### src/rtl/jtt_pkg.sv
// Shared types, codes and defaults for the job timer table.
package jtt_pkg;

	localparam int NUM_SLOTS_DEF  = 16;
	localparam int COUNT_BITS_DEF = 16;
	localparam int MAX_RESULTS    = 16;

	typedef enum logic [1:0] {
		REQ_TICK   = 2'd0,
		REQ_ADD    = 2'd1,
		REQ_CANCEL = 2'd2,
		REQ_REAP   = 2'd3
	} req_t;

	localparam logic [1:0] ST_RUNNING  = 2'd1;
	localparam logic [1:0] ST_CANCELED = 2'd2;
	localparam logic [1:0] ST_OVER     = 2'd3;

	localparam logic [2:0] RC_OK       = 3'd0;
	localparam logic [2:0] RC_INVALID  = 3'd1;
	localparam logic [2:0] RC_NOSPACE  = 3'd2;
	localparam logic [2:0] RC_OVER     = 3'd3;
	localparam logic [2:0] RC_CANCELED = 3'd4;
	localparam logic [2:0] RC_PERIODIC = 3'd5;
	localparam logic [2:0] RC_RUNNING  = 3'd6;

	typedef enum logic [2:0] {
		S_IDLE,
		S_TICK,
		S_ADD,
		S_CHECK,
		S_EVAL,
		S_FLUSH
	} state_t;

	typedef struct packed {
		logic accept;
		logic tick_adv;
		logic add_step;
		logic cmd_check;
		logic cmd_eval;
		logic flush;
	} cmd_t;

	typedef struct packed {
		logic tick_stall;
		logic tick_done;
		logic add_done;
		logic cmd_invalid;
		logic pend_valid;
		logic out_free;
	} sts_t;

endpackage

### src/rtl/jtt_ctrl.sv
// Request sequencer for the job timer table.
module jtt_ctrl (
	input  logic          clk,
	input  logic          arst_n,
	input  logic          s_valid,
	input  jtt_pkg::req_t s_req,
	output logic          s_ready,
	input  jtt_pkg::sts_t sts,
	output jtt_pkg::cmd_t cmd
);
	import jtt_pkg::*;

	state_t state_q, state_d;

	always_ff @(posedge clk or negedge arst_n) begin
		if (!arst_n) begin
			state_q <= S_IDLE;
		end else begin
			state_q <= state_d;
		end
	end

	always_comb begin
		state_d = state_q;
		cmd     = '0;
		s_ready = 1'b0;
		unique case (state_q)
			S_IDLE: begin
				s_ready = 1'b1;
				if (s_valid) begin
					cmd.accept = 1'b1;
					unique case (s_req)
						REQ_TICK: state_d = S_TICK;
						REQ_ADD:  state_d = S_ADD;
						default:  state_d = S_CHECK;
					endcase
				end
			end
			S_TICK: begin
				if (sts.tick_done) begin
					state_d = S_FLUSH;
				end else if (!sts.tick_stall) begin
					cmd.tick_adv = 1'b1;
				end
			end
			S_ADD: begin
				cmd.add_step = 1'b1;
				if (sts.add_done) begin
					state_d = S_FLUSH;
				end
			end
			S_CHECK: begin
				cmd.cmd_check = 1'b1;
				state_d = sts.cmd_invalid ? S_FLUSH : S_EVAL;
			end
			S_EVAL: begin
				cmd.cmd_eval = 1'b1;
				state_d = S_FLUSH;
			end
			S_FLUSH: begin
				// A tick on which nothing fired leaves nothing to send.
				if (!sts.pend_valid) begin
					state_d = S_IDLE;
				end else if (sts.out_free) begin
					cmd.flush = 1'b1;
					state_d = S_IDLE;
				end
			end
			default: state_d = S_IDLE;
		endcase
	end

endmodule

### src/rtl/jtt_dpath.sv
// Slot storage, scan pipeline and result registers of the job timer table.
module jtt_dpath #(
	parameter int NUM_SLOTS  = jtt_pkg::NUM_SLOTS_DEF,
	parameter int COUNT_BITS = jtt_pkg::COUNT_BITS_DEF
) (
	input  logic          clk,
	input  logic          arst_n,
	input  jtt_pkg::cmd_t cmd,
	output jtt_pkg::sts_t sts,
	input  jtt_pkg::req_t s_req,
	input  logic [15:0]   s_period,
	input  logic          s_rep,
	input  logic [7:0]    s_id,
	input  logic          m_ready,
	output logic          m_valid,
	output logic [2:0]    m_code,
	output logic [7:0]    m_slot,
	output logic          m_fired,
	output logic          m_last
);
	import jtt_pkg::*;

	localparam int IDX_W = (NUM_SLOTS > 1) ? $clog2(NUM_SLOTS) : 1;
	localparam int N_W   = $clog2(MAX_RESULTS + 1);

	// Per-slot storage; in-use flags are flip-flops, the rest is a memory.
	logic [NUM_SLOTS-1:0]  in_use_q;
	logic [1:0]            status_mem [NUM_SLOTS];
	logic [COUNT_BITS-1:0] reload_mem [NUM_SLOTS];
	logic [COUNT_BITS-1:0] ticks_mem  [NUM_SLOTS];
	logic                  rep_mem    [NUM_SLOTS];

	logic [1:0]            rd_status_q;
	logic [COUNT_BITS-1:0] rd_reload_q;
	logic [COUNT_BITS-1:0] rd_ticks_q;
	logic                  rd_rep_q;

	req_t                  req_q;
	logic [COUNT_BITS-1:0] period_q;
	logic                  rep_q;
	logic [7:0]            id_q;

	logic [IDX_W-1:0] idx_q;
	logic             rd_more_q;
	logic             ev_valid_q;
	logic [IDX_W-1:0] ev_idx_q;
	logic [N_W-1:0]   n_q;

	logic       pend_valid_q;
	logic [2:0] pend_code_q;
	logic [7:0] pend_slot_q;
	logic       pend_fired_q;

	logic       out_valid_q;
	logic [2:0] out_code_q;
	logic [7:0] out_slot_q;
	logic       out_fired_q;
	logic       out_last_q;

	logic                  idx_last, idx_free, id_ok, cmd_invalid, out_free;
	logic [IDX_W-1:0]      id_idx;
	logic                  ev_active, ev_fire, ev_report, tick_stall, out_load;
	logic [COUNT_BITS-1:0] ev_dec;
	logic                  rd_en;
	logic [IDX_W-1:0]      raddr, waddr;
	logic                  we_status, we_ticks, we_cfg;
	logic [1:0]            w_status;
	logic [COUNT_BITS-1:0] w_ticks;
	logic                  pend_ld;
	logic [2:0]            pend_code_d;
	logic [7:0]            pend_slot_d;
	logic                  pend_fired_d;
	logic                  reap_free;

	always_comb begin
		idx_last    = (idx_q == IDX_W'(NUM_SLOTS - 1));
		idx_free    = !in_use_q[idx_q];
		id_idx      = id_q[IDX_W-1:0];
		id_ok       = ({1'b0, id_q} < 9'(NUM_SLOTS));
		cmd_invalid = !id_ok || !in_use_q[id_idx];
		out_free    = !out_valid_q || m_ready;

		ev_dec     = rd_ticks_q - COUNT_BITS'(1);
		ev_active  = in_use_q[ev_idx_q] && (rd_status_q == ST_RUNNING) && (rd_ticks_q != '0);
		ev_fire    = ev_valid_q && ev_active && (ev_dec == '0);
		// Firings past the per-tick limit still update the slot but are not reported.
		ev_report  = ev_fire && (n_q < N_W'(MAX_RESULTS));
		tick_stall = ev_report && pend_valid_q && !out_free;
		out_load   = (cmd.tick_adv && ev_report && pend_valid_q) || cmd.flush;

		rd_en = (cmd.tick_adv && rd_more_q) || (cmd.cmd_check && !cmd_invalid);
		raddr = cmd.cmd_check ? id_idx : idx_q;

		reap_free = !rd_rep_q && (rd_status_q != ST_RUNNING);
	end

	always_comb begin
		we_status = 1'b0;
		we_ticks  = 1'b0;
		we_cfg    = 1'b0;
		waddr     = ev_idx_q;
		w_status  = ST_RUNNING;
		w_ticks   = ev_dec;
		priority if (cmd.tick_adv && ev_valid_q && ev_active) begin
			we_ticks = 1'b1;
			if (ev_dec == '0) begin
				if (rd_rep_q) begin
					w_ticks = rd_reload_q;
				end else begin
					we_status = 1'b1;
					w_status  = ST_OVER;
				end
			end
		end else if (cmd.add_step && idx_free) begin
			waddr     = idx_q;
			we_status = 1'b1;
			we_ticks  = 1'b1;
			we_cfg    = 1'b1;
			w_status  = ST_RUNNING;
			w_ticks   = period_q;
		end else if (cmd.cmd_eval && req_q == REQ_CANCEL && rd_status_q != ST_OVER
				&& rd_status_q != ST_CANCELED) begin
			waddr     = id_idx;
			we_status = 1'b1;
			w_status  = ST_CANCELED;
		end else begin
			we_status = 1'b0;
		end
	end

	always_comb begin
		pend_ld      = 1'b0;
		pend_code_d  = RC_OK;
		pend_slot_d  = 8'(id_q);
		pend_fired_d = 1'b0;
		priority if (cmd.tick_adv && ev_report) begin
			pend_ld      = 1'b1;
			pend_slot_d  = 8'(ev_idx_q);
			pend_fired_d = 1'b1;
		end else if (cmd.add_step && (idx_free || idx_last)) begin
			pend_ld     = 1'b1;
			pend_code_d = idx_free ? RC_OK : RC_NOSPACE;
			pend_slot_d = idx_free ? 8'(idx_q) : 8'd0;
		end else if (cmd.cmd_check && cmd_invalid) begin
			pend_ld     = 1'b1;
			pend_code_d = RC_INVALID;
		end else if (cmd.cmd_eval) begin
			pend_ld = 1'b1;
			if (req_q == REQ_CANCEL) begin
				priority if (rd_status_q == ST_OVER) begin
					pend_code_d = RC_OVER;
				end else if (rd_status_q == ST_CANCELED) begin
					pend_code_d = RC_CANCELED;
				end else begin
					pend_code_d = RC_OK;
				end
			end else begin
				priority if (rd_rep_q) begin
					pend_code_d = RC_PERIODIC;
				end else if (rd_status_q == ST_RUNNING) begin
					pend_code_d = RC_RUNNING;
				end else begin
					pend_code_d = RC_OK;
				end
			end
		end else begin
			pend_ld = 1'b0;
		end
	end

	always_ff @(posedge clk) begin
		if (we_status) begin
			status_mem[waddr] <= w_status;
		end
		if (we_ticks) begin
			ticks_mem[waddr] <= w_ticks;
		end
		if (we_cfg) begin
			reload_mem[waddr] <= period_q;
			rep_mem[waddr]    <= rep_q;
		end
		if (rd_en) begin
			rd_status_q <= status_mem[raddr];
			rd_reload_q <= reload_mem[raddr];
			rd_ticks_q  <= ticks_mem[raddr];
			rd_rep_q    <= rep_mem[raddr];
		end
	end

	always_ff @(posedge clk) begin
		if (cmd.accept) begin
			req_q    <= s_req;
			period_q <= COUNT_BITS'(s_period);
			rep_q    <= s_rep;
			id_q     <= s_id;
		end
		if (cmd.tick_adv && rd_more_q) begin
			ev_idx_q <= idx_q;
		end
		if (pend_ld) begin
			pend_code_q  <= pend_code_d;
			pend_slot_q  <= pend_slot_d;
			pend_fired_q <= pend_fired_d;
		end
		if (out_load) begin
			out_code_q  <= pend_code_q;
			out_slot_q  <= pend_slot_q;
			out_fired_q <= pend_fired_q;
			out_last_q  <= cmd.flush;
		end
	end

	always_ff @(posedge clk or negedge arst_n) begin
		if (!arst_n) begin
			in_use_q     <= '0;
			idx_q        <= '0;
			rd_more_q    <= 1'b0;
			ev_valid_q   <= 1'b0;
			n_q          <= '0;
			pend_valid_q <= 1'b0;
			out_valid_q  <= 1'b0;
		end else begin
			if (cmd.accept) begin
				idx_q      <= '0;
				rd_more_q  <= 1'b1;
				ev_valid_q <= 1'b0;
				n_q        <= '0;
			end else if (cmd.tick_adv) begin
				ev_valid_q <= rd_more_q;
				if (rd_more_q) begin
					if (idx_last) begin
						rd_more_q <= 1'b0;
					end else begin
						idx_q <= idx_q + IDX_W'(1);
					end
				end
				if (ev_report) begin
					n_q <= n_q + N_W'(1);
				end
			end else if (cmd.add_step && !idx_free && !idx_last) begin
				idx_q <= idx_q + IDX_W'(1);
			end

			if (cmd.add_step && idx_free) begin
				in_use_q[idx_q] <= 1'b1;
			end else if (cmd.cmd_eval && req_q == REQ_REAP && reap_free) begin
				in_use_q[id_idx] <= 1'b0;
			end

			if (pend_ld) begin
				pend_valid_q <= 1'b1;
			end else if (cmd.flush) begin
				pend_valid_q <= 1'b0;
			end

			if (out_load) begin
				out_valid_q <= 1'b1;
			end else if (m_ready) begin
				out_valid_q <= 1'b0;
			end
		end
	end

	always_comb begin
		sts.tick_stall  = tick_stall;
		sts.tick_done   = !rd_more_q && !ev_valid_q;
		sts.add_done    = idx_free || idx_last;
		sts.cmd_invalid = cmd_invalid;
		sts.pend_valid  = pend_valid_q;
		sts.out_free    = out_free;
	end

	assign m_valid = out_valid_q;
	assign m_code  = out_code_q;
	assign m_slot  = out_slot_q;
	assign m_fired = out_fired_q;
	assign m_last  = out_last_q;

	a_no_overwrite: assert property (@(posedge clk) disable iff (!arst_n)
		out_load |-> out_free) else $error("result register overwritten while full");
	a_clean_start: assert property (@(posedge clk) disable iff (!arst_n)
		cmd.accept |-> (!pend_valid_q && !ev_valid_q))
		else $error("new request accepted with work left over");
	a_report_cap: assert property (@(posedge clk) disable iff (!arst_n)
		n_q <= N_W'(MAX_RESULTS)) else $error("too many firings reported");
	a_adv_no_stall: assert property (@(posedge clk) disable iff (!arst_n)
		cmd.tick_adv |-> !tick_stall) else $error("tick scan advanced during stall");

endmodule

### src/rtl/job_timer_table.sv
// Top level of the job timer table: stream ports, sequencer and slot datapath.
// A tick scans one slot per cycle through the slot memory read port, pausing while
// a firing waits for the result output to be free.
// An add searches the in-use flags one slot per cycle.
// A new request is taken only when idle.
// Reset clears all slots to free; no clearing pass is needed after reset.
module job_timer_table #(
	parameter int NUM_SLOTS  = jtt_pkg::NUM_SLOTS_DEF,
	parameter int COUNT_BITS = jtt_pkg::COUNT_BITS_DEF
) (
	input  logic        clk,
	input  logic        arst_n,
	input  logic        s_tvalid,
	output logic        s_tready,
	input  logic [31:0] s_tdata,  // period_ticks[15:0], repeat_mode[16], slot_id[24:17]
	input  logic [1:0]  s_tuser,  // req_type[1:0]
	output logic        m_tvalid,
	input  logic        m_tready,
	output logic [15:0] m_tdata,  // status_code[2:0], result_slot[10:3]
	output logic        m_tuser,  // fired[0]
	output logic        m_tlast
);
	import jtt_pkg::*;

	cmd_t       cmd;
	sts_t       sts;
	logic [2:0] code;
	logic [7:0] slot;

	jtt_ctrl u_ctrl (
		.clk     (clk),
		.arst_n  (arst_n),
		.s_valid (s_tvalid),
		.s_req   (req_t'(s_tuser)),
		.s_ready (s_tready),
		.sts     (sts),
		.cmd     (cmd)
	);

	jtt_dpath #(
		.NUM_SLOTS  (NUM_SLOTS),
		.COUNT_BITS (COUNT_BITS)
	) u_dpath (
		.clk      (clk),
		.arst_n   (arst_n),
		.cmd      (cmd),
		.sts      (sts),
		.s_req    (req_t'(s_tuser)),
		.s_period (s_tdata[15:0]),
		.s_rep    (s_tdata[16]),
		.s_id     (s_tdata[24:17]),
		.m_ready  (m_tready),
		.m_valid  (m_tvalid),
		.m_code   (code),
		.m_slot   (slot),
		.m_fired  (m_tuser),
		.m_last   (m_tlast)
	);

	assign m_tdata = {5'd0, slot, code};

endmodule

### config.mk
export PLATFORM = sky130hd
export DESIGN_NAME = job_timer_table
export DESIGN_NICKNAME = d
export VERILOG_FILES = /design/src/rtl/jtt_pkg.sv /design/src/rtl/jtt_ctrl.sv /design/src/rtl/jtt_dpath.sv /design/src/rtl/job_timer_table.sv
export SDC_FILE = /design/constraint.sdc
export NUM_CORES = 1
export LEC_CHECK = 0
export ABC_AREA = 1
export BUFFER_PORTS_ARGS = -buffer_cell sky130_fd_sc_hd__buf_4
export CORE_MARGIN = 3
export CORE_UTILIZATION = 54
export CTS_CLUSTER_SIZE = 12
export DETAILED_ROUTE_END_ITERATION = 16
export PLACE_DENSITY_LB_ADDON = 0.08
export SETUP_SLACK_MARGIN = 0.05
export SYNTH_ARGS = -nofsm -noshare
export SYNTH_HDL_FRONTEND = slang
export SYNTH_HIERARCHICAL = 1
export SYNTH_SLANG_ARGS = --single-unit
export TNS_END_PERCENT = 20
### constraint.sdc
create_clock -name clk -period 4.36 [get_ports clk]
set_input_delay 0.654 -clock clk [delete_from_list [all_inputs] [get_ports clk]]
set_output_delay 0.654 -clock clk [all_outputs]
set_load 0.005 [all_outputs]
Yosys cells after proc, flatten, opt, wreduce, memory -nomap -nowiden. Memories as Yosys holds them, arrays and structs flattened. A register that Yosys moved wholly into a read port is not among the register bits. Cells that the tools add are included.

Bits in registers: 88. RAM bits: 560. Output and inout bits: 20. Word-level logic and storage cells: 208. Memories: 4.

Add/subtract/negate cells: 3. $lt $le $gt $ge: 7. Equality and inequality tests: 21. Mux-type cells: 94. Bitwise logic cells: 3. Reductions and logical operators: 55.

Memories: u_dpath.reload_mem (words 16, width 16, read ports 1, clocked after memory_dff 1, wr ports 1, line jtt_dpath.sv:29) `logic [COUNT_BITS-1:0] reload_mem [NUM_SLOTS];`; u_dpath.ticks_mem (words 16, width 16, read ports 1, clocked after memory_dff 1, wr ports 1, line jtt_dpath.sv:30) `logic [COUNT_BITS-1:0] ticks_mem [NUM_SLOTS];`; u_dpath.status_mem (words 16, width 2, read ports 1, clocked after memory_dff 1, wr ports 1, line jtt_dpath.sv:28) `logic [1:0] status_mem [NUM_SLOTS];`; u_dpath.rep_mem (words 16, width 1, read ports 1, clocked after memory_dff 1, wr ports 1, line jtt_dpath.sv:31) `logic rep_mem [NUM_SLOTS];`.

Operators by type and width (number): 2-to-1 mux 16 bit (6); 2-to-1 mux 1 bit (47); 2-to-1 mux 4 bit (11); 2-to-1 mux 3 bit (13); logical AND 1 bit (27); one-hot mux 3 bit (6 select lines) (1); bitwise AND 16 bit (1); zero test 16 bit (1); inverter 16 bit (1); OR 16 bit (1); nonzero test 16 bit (1); subtractor 16 x 1 -> 16 bit, second input constant (1); less-than comparator 4 x 5 -> 1 bit, second input constant (3); 2-to-1 mux 5 bit (3); binary-select mux 1 bit (select 4 bit) (3); 2-to-1 mux 2 bit (6); zero test 1 bit (10); inequality test 2 bit, second input constant (5); nonzero test 2 bit (5); inequality test 3 bit, second input constant (3); demux 1 bit (select 4 bit) (2); equality test 2 bit, second input constant (4); greater-or-equal comparator 4 x 1 -> 1 bit, second input constant (2); less-than comparator 8 x 5 -> 1 bit, second input constant (1); other kinds (18) (25).

Depth between registers and ports, before layout.
Depth after elaboration: 17. Mapped depth: 23.

Hierarchy. The synthesis kept the hierarchy.

Modules (own cells, without submodules): jtt_dpath (times used 1, cells an instance 2642, area each 29543.3 um2); jtt_ctrl (times used 1, cells an instance 52, area each 317.8 um2); job_timer_table (times used 1, cells an instance 6, area each 41.3 um2).

Worst setup path after synthesis. No wires, ideal clock.

Kind: reg2reg. Start point: register u_dpath.rd_ticks_q[0] (read register of u_dpath.ticks_mem). End point: memory u_dpath/reload_mem[14][0] (netlist name), enable pin. Setup time: 0.390 ns. Arrival: 3.542 ns. Setup slack: 0.427 ns. Cell stages (with the launch flop): 20. Buffers on the path: 2. Period minus slack after synthesis: 3.933 ns. Path through: edfxtp_1 inv_2 ha_1 nand2_1 nor2_1 xor2_1 nor2_1 nand3_1 nor2_1 nand3_1 nor3_1 buf_4 nor2_1 clkbuf_1 nand4_1 nand2_1 nand2_4 nor2_4 nand2_1 nor2_1.

RTL lines: from (decl) (line jtt_dpath.sv:35) `logic [COUNT_BITS-1:0] rd_ticks_q;`; to (decl) (line jtt_dpath.sv:29).

==> impl_results.md <==
* DP Wirelength at 42500 um
* Initial antenna violation count at 0
* Fmax at 260 MHz
* Hold-fix buffers, CTS at 1
* Buf+Inv Stages, Crit Path at 3
* Post-synth EDFFs at 651
* CP peak stage delay at 0.43 ns
* Residual DRC count at 0
* Startpoint Class: flip-flop
* Fillers at 4311
* Maxcap violations at 0
* CTS root buf: clkbuf_16
* Initial core utilization at 0.550
* Hold Path Class: in2reg
* Num rows at 85
* R2R cell count at 17
* Port bufs at 45
* TritonCTS clock tree: built
* Clock slew at reported path FFs at 0.06 ns
* Fin crit share at 0.881
* Setup Viol. Count Final at 0
* Worst vdd ir at 0.424 mV
* Slowest CP cell: edfxtp_1
* Mean post-synth cell area at 11.1 sq um
* Syn. warnings at 6
* Stages on the worst setup path at 17
* # Post-CTS Setup Buffers at 0
* IO Count at 58
* Final ANT Viol Nets at 0
* Sequential-to-total area share from yosys stat at 0.681
* CP delay by family, top: simple AND/OR/NAND/NOR gates
* Total design power at 22.3 mW
* Clock net sink count at 683
* Clk_lat worst skew at 0.60 ns
* WL/cell at 20.3 um
* Non-Filler Instances at 3532
* Slew headroom at 0.291
* Critical path arrival at 4.01 ns
* Sum Neg Setup Slack at 0 ns
* GP Congestion at 0.869
* LEAKAGE at 12.8 nW
* Crit Path Category: reg2reg
* Top FF cell, synth: edfxtp_1
* Crit-path max FO at 31
* Net Sw Power at 8.25 mW
* Worst setup margin at 0.518 ns
* PD cells at 662 nW/um^2
* Grt total ovfl at 0
* Vias in the first global route at 18100
* Post-Place Setup Slack at 0.561 ns
* Die ar. at 58200 sq um
* Crit-path cells: inv_2, ha_1, nand2_1, nor2_1, xor2_1, nor2_1, nand3_1, nor2_1, nand3_1, nor3_1, nor2_1, nand3_4, nand2_1, inv_1, buf_12, a22oi_1, nand2_1
* Number of synthesized register bits at 683
* Post-synth top area cell: edfxtp_1
* Layout cells sized above 1 at 0.111
* Clk network pwr share at 0.250
* Max H-tree Level at 3
* Ranking of synthesized cells by area: edfxtp_1 (65%), nand2_1 (5.5%), inv_1 (4.7%)
* First-pass GRT wire length at 108000 um
* Post-Syn Area at 29900 sq um
* CP Data Required Time at 4.53 ns
* Area Growth Syn to Fin at 12.6%
* Vias/cell at 5.58
* Placed insts at 3415
* Slew at the pin with the worst max-slew slack at 1.06 ns
* Vias after detailed routing at 19700
* Reg2reg setup slack at 0.52 ns
* CTS resizes at 0
* WHS Path Cells at 1
* Layout Nets at 2796
* Core area at 54300 sq um
* Routed Wire Length at 71600 um
* Fin. Hold Viols at 0
* Switching Share at 0.370
* Tmin final at 3.84 ns
* Cells after Synth at 2700
* Skew final at 0.0213 ns
* Pin count of the biggest net entering global routing at 126
* DRT Pass-1 Iters at 6
* Cell Int Power at 14.0 mW
* Cell variety after synth at 42
* Worst path most repeated cell: nor2_1
* Drt initial violations at 1716
* RSZ-0062 raised after global routing: no
* Share of synthesized registers carrying an async set or reset at 0.0469
* Final core occ at 0.619
* Area post-placement at 31600 sq um
* Die H at 241 um
* Reg power frac at 0.411
* Crit end category: flip-flop
* WHS at 0.232 ns
* Max Slew Vio Count at 0
* Die width at 241 um
* Top cell type's share of synthesized area at 0.654
* N_diodes at 0
* Logic gate share of total power at 0.339
* All-Layer GR Usage at 0.246
* CTS max path bufs at 3
* Finished Cell Area at 33700 sq um
* Status: finished clean
* CTS buffer count at 72
[cell usage after synthesis, types with 2 or more instances]
master	n
xor2_1	4
o21ai_1	8
nor2_4	10
nand3_1	214
nand3b_1	3
buf_4	10
nor2_1	120
nand3_2	5
nor2_2	12
buf_2	46
ha_1	7
buf_1	4
inv_2	15
nand4_1	11
buf_6	8
o211ai_1	88
xor2_2	2
and2_1	2
xnor2_1	2
clkinv_1	2
dfrtp_1	32
nand2_1	435
o21bai_1	4
inv_1	378
a22oi_1	22
nand2_4	3
o21ai_0	250
nor3_1	7
edfxtp_1	651
nand2_2	15
a21oi_1	215
clkbuf_1	80
o221ai_1	26
[flip-flops by register name (all words and copies together) (netlist names), 8 cells and up]
name	count
u_dpath/in_use_q	16
u_dpath/pend_slot_q	8
u_dpath/rep_mem	16
u_dpath/period_q	16
u_dpath/id_q	8
u_dpath/status_mem	32
u_dpath/reload_mem	256
u_dpath/m_slot	8
u_dpath/rd_reload_q	16
u_dpath/rd_ticks_q	16
u_dpath/ticks_mem	256
[worst paths after layout]
kind / from / endpoint
max in group asynchronous: arst_n / u_dpath/in_use_q[7]
setup reg to reg: u_dpath/rd_ticks_q[0] / u_dpath/ticks_mem[3][14]
min in group asynchronous: arst_n / u_dpath/m_valid
hold reg to reg: u_dpath/pend_slot_q[7] / u_dpath/m_slot[7]
hold / removal: s_tdata[0] / u_dpath/period_q[0]
setup / recovery: u_dpath/rd_ticks_q[0] / u_dpath/ticks_mem[3][14]
[worst register-to-register path: stages (launching register included)]
cell and delay [ns]:
edfxtp_1 0.43, inv_2 0.11, ha_1 0.26, nand2_1 0.13
nor2_1 0.23, xor2_1 0.27, nor2_1 0.07, nand3_1 0.07
nor2_1 0.05, nand3_1 0.17, nor3_1 0.08, nor2_1 0.22
nand3_4 0.21, nand2_1 0.23, inv_1 0.10, buf_12 0.18
a22oi_1 0.20, nand2_1 0.40
[layout by cell type, fill, tap and decap left out, types with 7 or more instances in the layout]
master	n
edfxtp_1	651
nor2_4	11
o211ai_1	88
dfrtp_1	32
a22oi_1	22
a21oi_1	215
clkinv_1	13
buf_4	90
o21ai_0	250
clkbuf_1	19
buf_12	31
ha_1	7
clkbuf_16	74
nand2_2	16
nor2_2	44
nor2_1	87
nand3_1	214
inv_2	14
nand4_1	11
o221ai_1	26
nand2_1	434
nor3_1	7
inv_1	378
[cells by family (layout without fill, tap and decap cells)]
family                     after synthesis  count (layout)  share of synthesized area
and+or+nand+nor                        841             841                      0.124
other                                    1               5                   0.000125
buffers and inverters                  545             634                     0.0737
xor gates and xnor gates                 8               8                    0.00285
DFF                                    683             683                      0.681
AOI/OAI and AO/OA                      615             615                      0.116
adders and majority gates                7               7                    0.00293
[cell type report]
type | instances | area (sq um) | share of cell area
clock inverter | 21 | 145 | 0.00431
tap | 739 | 925 | 0.0275
timing repair buffer | 122 | 1310 | 0.0388
inverter | 396 | 1500 | 0.0445
clock buffer | 95 | 1950 | 0.0580
sequential | 683 | 20300 | 0.605
multi-input combinational | 1476 | 7490 | 0.222
[power groups by stage]
stage,clock (mW),combinational (mW),sequential [mW]
after floorplan,0,5.28,8.99
after global placement,0,7.33,9.26
after global routing,5.95,8.39,9.21
final,5.57,7.54,9.16
after detailed placement,0,7.48,9.27
after CTS,5.68,7.53,9.15
[per-layer routing]
layer	up-vias	GRT usage	wire (um)
met5	-	0	0
met2	600	0.389	33400
met3	86	0.0329	4510
met1	9561	0.365	32400
li1	9471	-	-
met4	0	0.0663	1310
No activity file was read; power rests on OpenSTA's default activity.
